==> config.mk <==
export PLATFORM = sky130hd
export DESIGN_NAME = gbaw_div
export DESIGN_NICKNAME = d
export VERILOG_FILES = /design/src/rtl/core/gbaw_pkg.sv /design/src/rtl/core/gbaw_div.sv
export SDC_FILE = /design/constraint.sdc
export NUM_CORES = 1
export LEC_CHECK = 0
export BUFFER_PORTS_ARGS = -buffer_cell sky130_fd_sc_hd__buf_2
export CORE_MARGIN = 1
export CORE_UTILIZATION = 62
export CTS_BUF_LIST = sky130_fd_sc_hd__clkbuf_2
export DETAILED_ROUTE_END_ITERATION = 12
export PLACE_DENSITY = 0.87
export SLEW_MARGIN = 30
export SYNTH_ARGS = -nofsm -noshare
export SYNTH_HDL_FRONTEND = slang
export SYNTH_SLANG_ARGS = --single-unit
==> constraint.sdc <==
create_clock -name clk -period 5.1 [get_ports clk]
set_clock_uncertainty 0.2 [all_clocks]
set_input_delay 0.51 -clock clk [delete_from_list [all_inputs] [get_ports clk]]
set_output_delay 0.51 -clock clk [all_outputs]
set_load 0.02 [all_outputs]
==> src/rtl/core/gbaw_pkg.sv <==
// Shared types, codes, constants and the exp table function of the Gaussian-blended warp.
package gbaw_pkg;

  // Command codes carried on in_tuser
  localparam logic [1:0] CMD_CENTER = 2'd0;
  localparam logic [1:0] CMD_COEF   = 2'd1;
  localparam logic [1:0] CMD_POINT  = 2'd2;

  // Configuration register indexes
  localparam logic [1:0] CFG_SIGMA_X = 2'd0;
  localparam logic [1:0] CFG_SIGMA_Y = 2'd1;
  localparam logic [1:0] CFG_SIGMA_Z = 2'd2;
  localparam logic [1:0] CFG_CENTERS = 2'd3;

  localparam int NCOEF   = 12;
  localparam int QB      = 33;          // quotient bits of the shared divider
  localparam int DIV_DW  = 31;          // divisor width
  localparam logic [29:0] D2_LIMIT = 30'(16 << 16);
  localparam logic [22:0] Q_CAP    = 23'(1 << 22);
  localparam longint unsigned E_INV_Q32 = 64'd1580030169;

  // Divider status
  typedef struct packed {
    logic done;
    logic ovf;
  } div_rsp_t;

  // exp(-a) for a in Q16.16 below 8.0, unsigned Q0.16
  function automatic logic [15:0] exp_neg(input longint unsigned a);
    longint unsigned n;
    longint unsigned f;
    longint unsigned tm;
    longint unsigned res;
    longint sum;
    n   = a >> 16;
    f   = a & 64'hFFFF;
    tm  = 64'h1_0000_0000;
    sum = longint'(tm);
    tm = ((tm * f) >> 16) / 1;  sum = sum - longint'(tm);
    tm = ((tm * f) >> 16) / 2;  sum = sum + longint'(tm);
    tm = ((tm * f) >> 16) / 3;  sum = sum - longint'(tm);
    tm = ((tm * f) >> 16) / 4;  sum = sum + longint'(tm);
    tm = ((tm * f) >> 16) / 5;  sum = sum - longint'(tm);
    tm = ((tm * f) >> 16) / 6;  sum = sum + longint'(tm);
    tm = ((tm * f) >> 16) / 7;  sum = sum - longint'(tm);
    tm = ((tm * f) >> 16) / 8;  sum = sum + longint'(tm);
    tm = ((tm * f) >> 16) / 9;  sum = sum - longint'(tm);
    tm = ((tm * f) >> 16) / 10; sum = sum + longint'(tm);
    tm = ((tm * f) >> 16) / 11; sum = sum - longint'(tm);
    tm = ((tm * f) >> 16) / 12; sum = sum + longint'(tm);
    tm = ((tm * f) >> 16) / 13; sum = sum - longint'(tm);
    tm = ((tm * f) >> 16) / 14; sum = sum + longint'(tm);
    res = (sum > 0) ? longint'(sum) : 64'd0;
    for (int k = 0; k < 8; k++) begin
      if (longint'(k) < longint'(n)) res = (res * E_INV_Q32) >> 32;
    end
    res = (res + 64'd32768) >> 16;
    return (res > 64'd65535) ? 16'hFFFF : res[15:0];
  endfunction

endpackage

==> src/rtl/core/gbaw_div.sv <==
// Shared restoring divider: one quotient bit per cycle, with overflow flag.
module gbaw_div import gbaw_pkg::*; #(
  parameter int NW = 53
) (
  input  logic              clk,
  input  logic              rst_n,
  input  logic              start,
  input  logic [NW-1:0]     num,
  input  logic [DIV_DW-1:0] den,
  output logic [QB-1:0]     quo,
  output div_rsp_t          rsp
);

  localparam int HW = NW - QB;
  localparam int CW = (HW > DIV_DW) ? HW : DIV_DW;

  logic [DIV_DW-1:0] den_r;
  logic [DIV_DW-1:0] rem_r, rem_nxt;
  logic [QB-1:0]     low_r;
  logic [QB-1:0]     quo_r;
  logic [5:0]        cnt_r;
  logic              busy_r, done_r, ovf_r;
  logic [DIV_DW:0]   trial;
  logic              qbit;
  logic [HW-1:0]     hi;

  assign hi    = num[NW-1:QB];
  assign trial = {rem_r, low_r[QB-1]};
  assign qbit  = (trial >= {1'b0, den_r});

  always_comb begin
    rem_nxt = qbit ? DIV_DW'(trial - {1'b0, den_r}) : trial[DIV_DW-1:0];
  end

  // Control: count quotient bits and pulse done
  always_ff @(posedge clk) begin
    if (!rst_n) begin
      busy_r <= 1'b0;
      done_r <= 1'b0;
      cnt_r  <= '0;
    end else begin
      done_r <= busy_r && !start && (cnt_r == 6'd1);
      if (start) begin
        busy_r <= 1'b1;
        cnt_r  <= 6'(QB);
      end else if (busy_r) begin
        cnt_r <= cnt_r - 6'd1;
        if (cnt_r == 6'd1) begin
          busy_r <= 1'b0;
        end
      end
    end
  end

  // Datapath: load the high part as remainder, shift in the low bits
  always_ff @(posedge clk) begin
    if (start) begin
      den_r <= den;
      ovf_r <= (CW'(hi) >= CW'(den));
      rem_r <= DIV_DW'(hi);
      low_r <= num[QB-1:0];
      quo_r <= '0;
    end else if (busy_r) begin
      rem_r <= rem_nxt;
      low_r <= {low_r[QB-2:0], 1'b0};
      quo_r <= {quo_r[QB-2:0], qbit};
    end
  end

  assign quo      = quo_r;
  assign rsp.done = done_r;
  assign rsp.ovf  = ovf_r;

endmodule
# Word-level counts from Yosys, hierarchy flattened

Cells that the tools add are included.

Output and inout bits: 35
Bits of input ports: 87
Flip-flop bits (word level): 137
Word-level logic and storage cells: 31

Bitwise operators: 1
Mux-type cells: 10
Reductions and logical operators: 5
Eq/ne operators: 1
$lt $le $gt $ge: 2
Add/sub/neg operators: 2

Operator list:

| kind                  | count |
|---|---|
| $mux W33              | 2 |
| $mux W20              | 2 |
| $ge A32 B31 Y1        | 1 |
| $ge A20 B31 Y1        | 1 |
| $mux W31              | 1 |
| $sub A31 B31 Y31      | 1 |
| $mux W6               | 2 |
| $eq A6 B1 Y1 const B  | 1 |
| $sub A6 B1 Y6 const B | 1 |
| $mux W1               | 3 |
| $logic_and A1 B1 Y1   | 2 |
| $reduce_bool A2 Y1    | 1 |
| $reduce_or A2 Y1      | 1 |
| $logic_not A1 Y1      | 1 |
| $not A1 Y1            | 1 |

# Logic depth before layout (Yosys ltp)

Gate-level depths: netlist (run 1).

Depth in word-level cells: 4
Mapped depth: 13
Depth with buffers taken out: 11

# Worst setup path before layout (run 1)

OpenSTA, ideal clock, no wires.

Path type: flip-flop to flip-flop
From: register rem_r[12]
To: register rem_r[10], data pin
Setup slack: 1781 ps
Clock period less this slack: 3319 ps
Library setup time: 260 ps
Stages on the path, launching flop included: 13
Data arrival time: 2859 ps
Path buffers: 3
Required time: 4640 ps
Path through: edfxtp_1 > ha_1 > buf_6 > a21oi_4 > o21ai_2 > a41oi_4 > o31ai_1 > o211a_1 > or4_1 > buf_6 > buf_12 > mux2_4 > mux2_2

Cells in the longest elaborated chain, start to end: 4

RTL lines:

| what                   | line           | source |
|---|---|---|
| start, declared        | gbaw_div.sv:18 | `logic [DIV_DW-1:0] rem_r, rem_nxt;` |
| start signal, assigned | gbaw_div.sv:60 | `rem_r <= DIV_DW'(hi);` |
| start signal, assigned | gbaw_div.sv:64 | `rem_r <= rem_nxt;` |
| $ge A32 B31 Y1         | gbaw_div.sv:29 | `assign qbit = (trial >= {1'b0, den_r});` |
| $mux W31               | gbaw_div.sv:32 | `rem_nxt = qbit ? DIV_DW'(trial - {1'b0, den_r}) : trial[DIV_DW-1:0];` |
| $mux W20               | gbaw_div.sv:63 | `end else if (busy_r) begin` |
| $mux W20               | gbaw_div.sv:57 | `if (start) begin` |

No other way between the ends. The select of a mux whose other input is x is not followed.
A chain may end at the register's enable or synchronous reset.

# Worst setup path after layout (run 1)

From: register den_r[5]
To: register rem_r[13], data pin

Cells in the longest elaborated chain, start to end: 4
Elaborated cells between the ends (all ways): 5
Classes of those cells: add/sub (1); order compare (1); mux (3)

RTL lines:

| what                                               | line                           | source |
|---|---|---|
| start, declared                                    | gbaw_div.sv:17                 | `logic [DIV_DW-1:0] den_r;` |
| start signal, assigned                             | gbaw_div.sv:58                 | `den_r <= den;` |
| $sub A31 B31 Y31 or $ge A32 B31 Y1 (tied branches) | gbaw_div.sv:32, gbaw_div.sv:29 |  |
| $mux W31 (*)                                       | gbaw_div.sv:32                 |  |
| $mux W20 (*)                                       | gbaw_div.sv:63                 |  |
| $mux W20 (*)                                       | gbaw_div.sv:57                 |  |

Every way passes the cells marked *; elsewhere a longest branch is shown, timed or not. The select of a mux whose other input is x is not followed.

==> flow_summary.ini, run 1 <==
[run_status]
status = finished clean

[timing]
rsz0062_at_grt = false
setup_ws_ns = 1.416
max_slew.worst_pin.slew_ns = 0.9308
fin_crit_ns = 3.684
slew_violations = 0
fmax_mhz = 271.4
setup_violations = 0
slew-limit-headroom_pct = 37.16
finalHoldViolCount = 0
fin_crit_sh_pct = 72.24
setup_tns_ns = 0

[setup_path]
crit_type = reg -> reg
cp-start-kind = register
rr_endpoint = rem_r[13]
critPathRequiredTime_ns = 5.41
cp.arrival_ns = 3.99
endpoint_kind = register
rrSetupSlack_ns = 1.42
critPathMaxFanout = 12
r2r_start = den_r[5]
reg2reg_depth = 11

[yosys]
async_reset_ff_share_pct = 0
synth.distinct_cells = 65
ys_seq_elements = 137
syn_area_um2 = 7940
yosys-mux-area-fraction_pct = 14.83
synth_compound_area_share_pct = 12.42
synthSimpleGateAreaFrac_pct = 10.78
synth_xor_area_share_pct = 2.868
synth_area_leaders = edfxtp_1, dfxtp_1, ha_1
synthFlopType = edfxtp_1
yosys.area.top_type_share_pct = 32.15
synth_commonest_cells = edfxtp_1, nor2_1, inv_1, mux2_2, ha_1
syn_area_per_cell_um2 = 10.73
syn_nets = 881
synth_area_leader_cell = edfxtp_1
yosysMostFrequentCell = edfxtp_1
yosys_warnings = 0
synth_top_family_by_area = multiplexers
synth_edf_count = 85
yosysSeqAreaShare_pct = 45.26
syn-instance-count = 740
synth_fa_ha_area_share_pct = 8.604

[place]
place_congestion = 0.9499
io_buffers = 121
placed_cell_area_um2 = 8625
place_ws_ns = 1.536
dpl.hpwl_um = 12500

[route]
drt_first_iter_violations = 392
via_count = 6624
ant_nets = 0
drcViolationCount = 0
first_pass_iters = 5
routed_wl_um = 20430
wire_per_inst_um = 18.26
via_per_inst = 5.920

[worst_hold_path]
hp-class = in -> reg
hold_depth = 2
hp-start = start
hold_end = quo[27]

[finish]
diodes = 0
design_area_um2 = 9748
drive_above_1_share_pct = 25.34
final_nets = 1079
area_growth_pct = 22.77
fin_util_pct = 79.50

[clocking]
h-tree-depth = 4
cts.repair.resized = 0
clockBufferDepth = 2
cts_setup_buffers = 0
cts_hold_buf = 85
numCtsBuffers = 17
clkSinkCount = 137
path_clk_slew_ns = 0.26
clock-root-buffer = clkbuf_2
clock_latency_ns = 0.78
cts_tree = yes

[die]
start_util_pct = 64.76
fp.dieW_um = 115.2
pin_count = 122
design.core.area_um2 = 12260
rows = 40
die_area_um2 = 13260
die_height_um = 115.2

[power]
p_total_mw = 2.993
p_per_area_nw_per_um2 = 307.1
power_leakage_nw = 4.336
vdd_drop_max_v = 0.0002547

[global_route]
grt-ovfl-total = 0
grt_max_degree = 63
grt_pass1_vias = 6870
grt_use_total_pct = 32.32
grt_pass1_wl_um = 32820
antenna_found_initial = 0

[job]
max_cap_viol_count = 0
-- power by group --
part / internal (mW) / leakage [nW] / total [mW] / switching (mW)
registers: 1.29 / 1.27 / 1.34 / 0.0527
clock network: 0.247 / 0.158 / 0.726 / 0.478
logic: 0.429 / 2.91 / 0.927 / 0.498
-- worst max-delay path by stage --
stage	startpoint	to	slack [ns]	depth (start not counted)
2_1_floorplan	rem_r[12]	rem_r[10]	1.78	12
3_3_place_gp	den_r[0]	rem_r[19]	1.69	11
3_5_place_dp	low_r[32]	rem_r[7]	1.54	12
4_1_cts	den_r[0]	rem_r[19]	1.49	11
5_1_grt	den_r[0]	rem_r[19]	1.24	11
6_report	den_r[5]	rem_r[13]	1.42	11
-- flip-flops by register name (all words and copies together), names as in the netlist --
name and count:
rem_r 31, low_r 33, cnt_r 6, den_r 31
ovf_r 1, busy_r 1, done_r 1, quo 33
-- routing by layer --
layer,global-route usage [%],part of all wire [%]
met1,36.88,39
met2,58.63,52
met3,6.695,6.0
met4,13.77,2.8
met5,0,0
-- placed cells by master (no fill, tap or decap), types with 6 or more instances in the layout --
master / n
a21o_1: 17
a21oi_1: 44
buf_4: 7
mux2_2: 57
xor2_1: 13
nand2_1: 39
buf_2: 120
mux2_4: 11
inv_1: 63
nor4_1: 7
a211oi_1: 6
nand4_1: 13
nand2b_1: 8
mux2i_1: 37
xnor2_1: 13
nand3_1: 12
clkbuf_2: 17
edfxtp_1: 85
nor2_1: 68
nor3_1: 6
ha_1: 53
dfxtp_1: 51
dlygate4sd3_1: 85
o21ai_0: 20
-- worst max-delay path, stage by stage, from the launching register on --
cell and delay [ns]:
edfxtp_1 0.40, inv_1 0.06, ha_1 0.37, a21oi_1 0.25, nand2_1 0.09, o2111ai_1 0.37
a21oi_2 0.12, o211a_1 0.30, or4_1 0.45, buf_4 0.24, mux2_4 0.32, mux2_2 0.27
-- cell type report --
| type | instances | area, um2 |
|---|---|---|
| flip-flops and latches | 137 | 3595 |
| fillers | 692 | 2514 |
| multi-input cells | 507 | 3939 |
| clock inverters | 15 | 178.9 |
| well taps | 168 | 210.2 |
| repair buffers | 212 | 1504 |
| inverters | 63 | 236.5 |
| clock buffers | 17 | 85.08 |
-- metrics by stage --
| stage | instances | hold slack, ns |
|---|---|---|
| final | 1119 | 0.08204 |
| after global routing | 1119 | 0.05818 |
| after CTS | 1119 | 0.006176 |
| after detailed placement | 1002 | 0.3071 |
| after global placement | 1002 | 0.2710 |
| after floorplan | 740 | 0.2685 |
-- kinds of logic (layout without fill, tap and decap cells) --
family	after synthesis	count (layout)
simple gates	180	180
fa+ha+maj	54	54
buf+inv	96	307
flops	137	137
compound gates	142	142
mux	105	105
xor+xnor	26	26
(Power assumes the default switching activity.)
==> inputs of run 2 (changes only) <==
- ABC_AREA: unset -> 1
- CORE_UTILIZATION: 62 -> 54
- PLACE_DENSITY: 0.87 -> 0.8
- clock period: 5.1 -> 3.15 ns (I/O delays scaled with it)
==> flow_summary.ini, run 2 <==
[run_status]
status = finished clean

[setup_path]
crit_top_cell = nand2_1
reg2reg_depth = 15
cp_cell_sequence = ha_1, fa_1, inv_1, nand2_1, nand2_1, nand3_2, nand2_2, nand2_2, nand3_2, nand2_4, nand2_4, nand2_2, nand2_1, nand2_1, nand2_1
endpoint_kind = register
rr_endpoint = rem_r[28]
critical_path.max_stage_delay_ns = 0.43
critPathMaxFanout = 32
rrSetupSlack_ns = 0.32
r2r_start = den_r[0]
crit_type = reg -> reg
critPathRequiredTime_ns = 3.63
cp.arrival_ns = 3.32
worst_path_max_delay_cell = edfxtp_1
cp-start-kind = register

[route]
via_per_inst = 5.097
first_pass_iters = 7
ant_nets = 0
drt_first_iter_violations = 508
wire_per_inst_um = 14.61
via_count = 8222
routed_wl_um = 23560
drcViolationCount = 0

[global_route]
antenna_found_initial = 1
grt_pass1_vias = 8250
grt_max_degree = 87
grt_use_total_pct = 30.19
grt_pass1_wl_um = 38590
grt-ovfl-total = 0

[yosys]
synth_area_leaders = edfxtp_1, nand2_1, dfxtp_1
yosysSeqAreaShare_pct = 41.59
syn-instance-count = 1174
yosys.area.top_type_share_pct = 29.54
syn_nets = 1315
yosys_warnings = 0
async_reset_ff_share_pct = 0
synthFlopType = edfxtp_1
synthSimpleGateAreaFrac_pct = 32.45
synth.distinct_cells = 41
syn_area_per_cell_um2 = 7.359
yosys-mux-area-fraction_pct = 0
synth_commonest_cells = nand2_1, inv_1, edfxtp_1, nand3_1, ha_1
ys_seq_elements = 137
syn_area_um2 = 8640
synth_compound_area_share_pct = 5.040
synth_xor_area_share_pct = 1.521
yosysMostFrequentCell = nand2_1
synth_edf_count = 85
synth_top_family_by_area = simple AND/OR/NAND/NOR gates
synth_fa_ha_area_share_pct = 7.907
synth_area_leader_cell = edfxtp_1

[clocking]
cts_hold_buf = 92
cts_tree = yes
clock_latency_ns = 0.77
clkSinkCount = 137
path_clk_slew_ns = 0.29
cts.repair.resized = 0
numCtsBuffers = 17
clockBufferDepth = 2
cts_setup_buffers = 0
clock-root-buffer = clkbuf_2
h-tree-depth = 4

[timing]
fin_crit_ns = 2.832
hold_slack_ns = 0.07477
fin_crit_sh_pct = 89.89
setup_violations = 0
finalHoldViolCount = 0
setup_ws_ns = 0.3184
rsz0062_at_grt = false
max_slew.worst_pin.slew_ns = 0.9368
slew_violations = 0
slew-limit-headroom_pct = 37.55
setup_tns_ns = 0
fmax_mhz = 353.2

[finish]
fin_util_pct = 69.09
final_nets = 1528
drive_above_1_share_pct = 14.64
area_growth_pct = 23.37
final_common_cell = nand2_1
n_fill_cell = 1218
final_cell_mix = nand2_1, inv_1, buf_2
final_cells = 1613

[power]
p_per_area_nw_per_um2 = 415.8
vdd_drop_max_v = 0.0003212
power_leakage_nw = 5.560

[worst_hold_path]
hp-class = in -> reg
hold_depth = 2
hold_end = den_r[19]
hp-start = den[19]

[job]
max_cap_viol_count = 0

[place]
place_congestion = 0.9719
dpl.hpwl_um = 15470
io_buffers = 121
dp.cells = 1485
place_ws_ns = 0.4098

[die]
fp.dieW_um = 128.5
die_area_um2 = 16510
die_height_um = 128.5
design.core.area_um2 = 15430
rows = 45
start_util_pct = 56.00
pin_count = 122
## run 2: cell count changes after synthesis, moves of 30 or more
cell     change
mux2i_1     -37
inv_1      +155
mux2_2      -57
o22ai_1     +30
nand2_1    +408
nand3_1     +48
## run 2: worst max path at each step
stage / start / to / slack [ns]
floorplan: start / low_r[0] / 0.04
global placement: den_r[0] / rem_r[29] / 0.46
detailed placement: den_r[0] / rem_r[29] / 0.41
CTS: den_r[0] / rem_r[29] / 0.32
global route: low_r[32] / rem_r[29] / 0.08
finish: den_r[0] / rem_r[28] / 0.32
## run 2: worst max-delay path, delay by kind of cell, from the launching register on
family	cells	cell delay [ns]
fa+ha+maj	2	0.65
buf+inv	1	0.12
flops	1	0.43
simple gates	12	1.37
## run 2: final cells by class
type                            count  area, um2  area share (%)
Multi-Input combinational cell    783       4056           38.06
Sequential cell                   137       3593           33.71
Timing Repair Buffer              223       1619           15.19
Inverter                          225      844.6           7.923
Tap cell                          211      264.0           2.477
Clock inverter                     15      191.4           1.796
Clock buffer                       17      85.08          0.7982
Antenna cell                        2      5.005         0.04695
## run 2: power by group
group          switching [mW]  internal, mW
Combinational           0.693         0.444
Sequential             0.0471          2.04
Clock                   0.905         0.298
## run 2: metrics by stage
step                      power (mW)  area, um2
after global routing           4.665      10660
final                          4.432      10660
after CTS                      4.392      10630
after floorplan                2.854       8640
after global placement         3.112       9434
after detailed placement       3.136       9434
## run 2: kinds of logic (layout without fill, tap and decap cells)
group                      after synthesis  in the layout
AOI/OAI and AO/OA                       75             75
DFF                                    137            137
and+or+nand+nor                        639            639
buffers and inverters                  254            480
other                                    0              2
xor gates and xnor gates                15             15
adders and majority gates               54             54
## run 2: per-layer routing
metal | global-route usage [%] | wire [um] | vias to the layer above
li1 | - | - | 4119
met1 | 35.59 | 9656 | 3725
met2 | 51.99 | 11440 | 311
met3 | 7.360 | 1627 | 67
met4 | 13.91 | 833 | 0
met5 | 0 | 0 | -
==> inputs of run 3 (changes only) <==
- BUFFER_PORTS_ARGS: -buffer_cell sky130_fd_sc_hd__buf_2 -> -buffer_cell sky130_fd_sc_hd__buf_4
- CORE_UTILIZATION: 54 -> 50
- PLACE_DENSITY: 0.8 -> 0.75
==> flow_summary.ini, run 3 (synthesized netlist as in run 2, its figures left out) <==
[setup_path]
crit_type = reg -> reg
r2r_start = den_r[0]
critPathRequiredTime_ns = 3.46
worstSetupStartpoint = den_r[0]
cp.arrival_ns = 3.02
endpoint_kind = register
cp-start-kind = register
critPathMaxFanout = 21

[finish]
n_fill_cell = 1423
drive_above_1_share_pct = 14.77
area_growth_pct = 26.11
regArea_um2 = 3593
multi_input_area_um2 = 4054
final_nets = 1523
final_common_cell = nand2_1
final_cell_mix = nand2_1, inv_1, buf_4

[timing]
max_slew.worst_pin.slew_ns = 0.8982
finalHoldViolCount = 0
fin_crit_ns = 2.712
fin_crit_sh_pct = 86.08
hold_slack_ns = 0.06720
fmax_mhz = 368.8
slew_violations = 0
setup_violations = 0
setup_tns_ns = 0
slew-limit-headroom_pct = 39.75
rsz0062_at_grt = false

[route]
first_pass_iters = 6
drt_first_iter_violations = 465
wire_per_inst_um = 14.44
via_count = 8142
via_per_inst = 5.038
routed_wl_um = 23330
drcViolationCount = 0
ant_nets = 0

[clocking]
clkSinkCount = 137
path_clk_slew_ns = 0.26
numCtsBuffers = 17
cts_tree = yes
cts_hold_buf = 87
clock-root-buffer = clkbuf_2
h-tree-depth = 4
cts.repair.resized = 0
clock_latency_ns = 0.75
cts_setup_buffers = 0
clockBufferDepth = 2

[place]
io_buffers = 121
place_congestion = 0.9752
dpl.hpwl_um = 16230

[die]
design.core.area_um2 = 16700
die_area_um2 = 17810
start_util_pct = 51.73
die_height_um = 133.5
pin_count = 122
rows = 47
fp.dieW_um = 133.5

[global_route]
grt_use_total_pct = 27.45
grt-ovfl-total = 0
grt_max_degree = 86
antenna_found_initial = 1
grt_pass1_vias = 8149
grt_pass1_wl_um = 38560

[worst_hold_path]
hp-class = in -> reg
hp-start = den[25]

[power]
vdd_drop_max_v = 0.0003049
p_per_area_nw_per_um2 = 398.7
power_leakage_nw = 5.601

[job]
max_cap_viol_count = 0

[run_status]
status = finished clean
[run 3: cell types whose count changed in the layout (fill, tap and decap cells not counted), sizes merged]
cell and delta:
buf +2, bufinv +1, clkinv +1, clkinvlp +1
diode -1, dlygate4sd3 -7, inv -3
[run 3: where the power goes]
part	switching, mW	total (mW)	internal, mW
registers	0.0443	2.09	2.04
logic	0.696	1.17	0.470
clock network	0.770	1.09	0.321
[run 3: cell type report]
| class | instances | share of cell area (%) |
|---|---|---|
| Sequential cell | 137 | 32.98 |
| Inverter | 225 | 7.752 |
| Clock inverter | 15 | 1.481 |
| Clock buffer | 17 | 0.7809 |
| Antenna cell | 1 | 0.02297 |
| Timing Repair Buffer | 218 | 17.25 |
| Tap cell | 220 | 2.526 |
| Multi-Input combinational cell | 783 | 37.21 |
[run 3: path summary, 6_finish.rpt]
check | to | slack [ns] | depth (start not counted)
worst max-delay path | rem_r[17] | 0.44 | 15
worst min-delay path | den_r[25] | 0.07 | 2
worst max register to register | rem_r[17] | 0.44 | 15
worst min register to register | rem_r[22] | 0.29 | 2
[run 3: per-stage QoR]
stage                     utilization [%]  setup WS [ns]  cell area [um2]  total power [mW]  std cells
final                               65.24         0.4383            10900             4.344       1616
after global placement              58.53         0.5547             9776             3.161       1496
after global routing                65.24         0.2733            10900             4.574       1616
after floorplan                         -        0.03571             8640             2.854       1174
after detailed placement            58.53         0.4977             9776             3.175       1496
after CTS                           65.22         0.4539            10890             4.338       1615
[run 3: worst max-delay path, stage by stage, from the launching register on]
cell and delay (ns):
edfxtp_1 0.42, ha_1 0.23, fa_1 0.42, inv_1 0.11, nand2_1 0.05, nand2_1 0.08
nand3_2 0.07, nand2_2 0.12, nand2_2 0.07, nand3_2 0.08, nand2_4 0.06, nand2_4 0.14
buf_12 0.20, nand2_1 0.08, nand3_1 0.07, nand2_1 0.07
[run 3: metal layers]
metal / vias to the layer above / GRT usage [%] / wire (um)
met4: 0 / 9.912 / 595
met2: 251 / 48.47 / 11490
met5: - / 0 / 0
li1: 4098 / - / -
met3: 51 / 6.126 / 1450
met1: 3742 / 32.58 / 9794
